--- src/design/handle_table_swap_remove_defines.svh ---
// ----------------------------------------------------------------------------
// handle table assertion macros
// shared concurrent assertion forms, clocked on clk and quiet during reset
// ----------------------------------------------------------------------------
`ifndef HANDLE_TABLE_SWAP_REMOVE_DEFINES_SVH
`define HANDLE_TABLE_SWAP_REMOVE_DEFINES_SVH

// condition holds at every edge out of reset
`define HTSR_ASSERT_ALWAYS(lbl, cond, msg) \
  lbl: assert property (@(posedge clk) disable iff (!rst_n) (cond)) else $error(msg);

// consequent follows the antecedent through non-overlapping implication
`define HTSR_ASSERT_NEXT(lbl, ante, cons, msg) \
  lbl: assert property (@(posedge clk) disable iff (!rst_n) (ante) |=> (cons)) else $error(msg);

`endif

--- src/design/htsr_ram.sv ---
// ----------------------------------------------------------------------------
// htsr_ram
// simple dual-port ram, one write and one registered read per cycle
// ----------------------------------------------------------------------------
module htsr_ram #(
  parameter int WIDTH = 8,
  parameter int DEPTH = 256
) (
  input  logic                     clk,
  input  logic                     wr_en,
  input  logic [$clog2(DEPTH)-1:0] wr_addr,
  input  logic [WIDTH-1:0]         wr_data,
  input  logic [$clog2(DEPTH)-1:0] rd_addr,
  output logic [WIDTH-1:0]         rd_data
);

  logic [WIDTH-1:0] mem_r [DEPTH];
  logic [WIDTH-1:0] rd_data_r;

  always_ff @(posedge clk) begin
    if (wr_en) begin
      mem_r[wr_addr] <= wr_data;
    end
    rd_data_r <= mem_r[rd_addr];
  end

  assign rd_data = rd_data_r;

endmodule

--- config.mk ---
export PLATFORM = sky130hd
export DESIGN_NAME = htsr_ram
export DESIGN_NICKNAME = d
export VERILOG_FILES = /design/src/design/handle_table_swap_remove_defines.svh /design/src/design/htsr_ram.sv
export SDC_FILE = /design/constraint.sdc
export NUM_CORES = 2
export LEC_CHECK = 0
export ABC_AREA = 1
export BUFFER_PORTS_ARGS = -buffer_cell sky130_fd_sc_hd__buf_2
export CAP_MARGIN = 25
export CELL_PAD_IN_SITES_DETAIL_PLACEMENT = 0
export CELL_PAD_IN_SITES_GLOBAL_PLACEMENT = 1
export CORE_UTILIZATION = 52
export DETAILED_ROUTE_END_ITERATION = 10
export PLACE_DENSITY = 0.9
export SLEW_MARGIN = 20
export SYNTH_ARGS = -nofsm -noshare
export SYNTH_HDL_FRONTEND = slang
export SYNTH_SLANG_ARGS = --single-unit
--- constraint.sdc ---
create_clock -name clk -period 2.4 [get_ports clk]
set_input_delay 0.24 -clock clk [delete_from_list [all_inputs] [get_ports clk]]
set_output_delay 0.24 -clock clk [all_outputs]
set_load 0.01 [all_outputs]
==> summary.md <==
| Metric | Value |
|---|---|
| Syn_nets | approximately 7000 |
| Number of synthesized register bits | about 2100 |
| Outcome | complete, no violations |
| Req. time, crit path | 2160 ps |
| Drt total wl | 226300 µm |
| Chip width | about 400 µm |
| Clk slew on worst S/H paths | 60 ps |
| Final Cycle Share | about 81% |
| Commonest non-fill, non-tap cell in the layout | nand2_1 |
| Crit start category | flop |
| DR WL met3 | 24660 µm |
| GRT overflow | 0 |
| CP Capture Type | output port |
| CP max FO | 1 |
| Fin crit period | 1952 ps |
| First-pass GRT wire length | 338000 µm |
| Hold WC Path Type | in2reg |
| Die area | 0.1620 mm² |
| Max-cap violations | 0 |
| Worst path top cell family by delay | flip-flops |
| Via count | roughly 57000 |
| Metal2 WL | about 110000 µm |
| Skew final | 34.70 ps |
| Area Overhead vs Synth | 14.05% |
| Initial core utilization | a little over half |
| Initial antenna violation count | 11 |
| Routed wire per std cell | 23.78 µm |
| Worst IR Drop VDD | 579.9 µV |
| Most frequent cells in the layout | nand2_1, edfxtp_1, nand3_1 |
| Worst-skew pair later-pin latency | 860 ps |
| Power density over cell area | 770.6 mW/mm² |
| Final hold vios | 0 |
| Post-synthesis sequential area ratio | between 70% and 80% |
| Final setup violation count | 0 |
| Layout cell share with drive strength beyond 1 | a little over a tenth |
| Crit path kind | reg2out |
| Initial drt markers | 8102 |
| Peak Freq | 512.4 MHz |
| ANT nets after route | 0 |
| Final core area utilization | 59.91% |
| CTS tree | built |
| Num rows | 146 |
| Vias in the first global route | 54540 |
| Fillcell total | 11900 |
| CTS Buf Count | 193 |
| GPL Wtd Cong | 0.9175 |
| Synth Warn # | 0 |
| Die height | roughly 400 µm |
| Cells after synthesis | 7003 |
| CP arrival | roughly 1700 ps |
| Worst Max-Slew Pin Slew | slightly below 1000 ps |
| Final net count | 7303 |
| Port bufs | 33 |
| Syn_area_per_cell | 11.91 µm² |
| CP max stage delay | 630 ps |
| Top routing layer in use | met5 |
| Placed inst area | slightly below 0.09 mm² |
| Total global-route track usage | 27.79% |
| Footprint of the multi-input gates | 0.01914 mm² |
| Routed vias/inst | 5.995 |
| CTS Sinks | 2056 |
| Fin Hold WS | 94.39 ps |
| WL met1 | about 86000 µm |
| RSZ-0062 raised after global routing | no |
| Design Area, Final | 0.09511 mm² |
| Clk buf depth | 3 |
| Slew Limit Headroom | 35.60% |
| Mapped Area | 0.08340 mm² |
| CP bufs+invs | 1 |
| Leak | around 34 nW |
| Residual DRC | 0 |
| Cells along the critical path | buf_2 |
| Slowest cell on crit path | dfxtp_1 |
| First drt pass iteration count | 6 |
| Register area | 0.06166 mm² |
| Htree depth | 4 |
| Root Driver | clkbuf_16 |
| # IOs | 34 |
| Slew Viols, Final | 0 |
| Yosys cell types | 14 |
| Detailed Place HPWL | 136500 µm |
| Core ar. | 0.1587 mm² |
| Largest net degree at the start of global routing | 93 |
-- area by class of cell --
class,count,share of cell area (%)
diodes,8,0.02105
clock buffers,236,5.270
clock inverters,117,0.9314
inverters,39,0.1894
multi-input cells,4425,20.12
flip-flops and latches,2056,64.83
well taps,2072,2.726
repair buffers,562,5.915
-- path summary, 6_finish.rpt --
| check | start | to | slack, ps | cells past startpoint |
|---|---|---|---|---|
| setup / recovery | rd_data[0] | rd_data[0] | 450 | 1 |
| hold / removal | wr_en | mem_r[182][1] | 90 | 3 |
| setup reg to reg | mem_r[228][7] | rd_data[7] | 450 | 10 |
| hold reg to reg | mem_r[30][1] | rd_data[1] | 1010 | 10 |
-- synthesized netlist by cell type --
cell	number	share of area, %
nand2_1	2123	9.6
edfxtp_1	2048	74
inv_1	36	0.16
inv_2	2	0.0090
nand3_1	2019	12
buf_8	1	0.018
buf_6	16	0.22
buf_1	40	0.18
dfxtp_1	8	0.19
clkbuf_1	112	0.50
nor2_1	283	1.3
buf_2	268	1.6
inv_4	1	0.0075
buf_4	46	0.41
-- worst register-to-register path, cell delays in order (launching register included) --
cell,delay (ps)
edfxtp_1,400
nand2_1,90
nand3_1,90
nand3_1,120
nand3_1,140
nand3_1,180
nand3_1,180
nand3_1,250
nand2_1,220
nand2_1,120
nand2_1,70
-- state kept, by name (all words and copies together) (netlist names) --
| signal | cells |
|---|---|
| mem_r | 2048 |
| rd_data | 8 |
-- through the flow --
stage	setup TNS (ps)	power, mW	setup slack, ps	cells
2_1_floorplan	0	42.81	668.5	7003
3_3_place_gp	-3479	45.03	-303.6	9145
3_5_place_dp	-3212	45.12	-332.2	9145
4_1_cts	0	73.42	451.1	9507
5_1_grt	0	75.11	392.0	9509
6_report	0	73.29	448.4	9515
-- power breakdown --
part           internal (mW)  leakage, nW  switching [mW]  total, mW
Combinational           1.36         12.5            3.49       4.85
Clock                   15.6         2.88            13.2       28.8
Sequential              39.6         18.5          0.0609       39.6
Total                   56.6         33.8            16.7       73.3
-- cell families (layout without fill, tap and decap cells) --
family / Yosys count / count (layout) / synth area share [%]
other cells: 0 / 8 / 0
simple gates: 4425 / 4425 / 22.95
flops: 2056 / 2056 / 73.94
buf+inv: 522 / 954 / 3.119
-- routing by layer --
metal  global-route usage, %  vias up
met5                       0        -
met4                   11.00        8
met3                   5.480      497
met2                   43.94     3331
met1                   38.09    27783
li1                        -    25421
-- repair_timing --
item,in CTS,in global routing
hold endpoints to repair,392,0
buffers inserted,0,0
hold buffers,9,0
resized for setup,0,0
(Power assumes the default switching activity.)
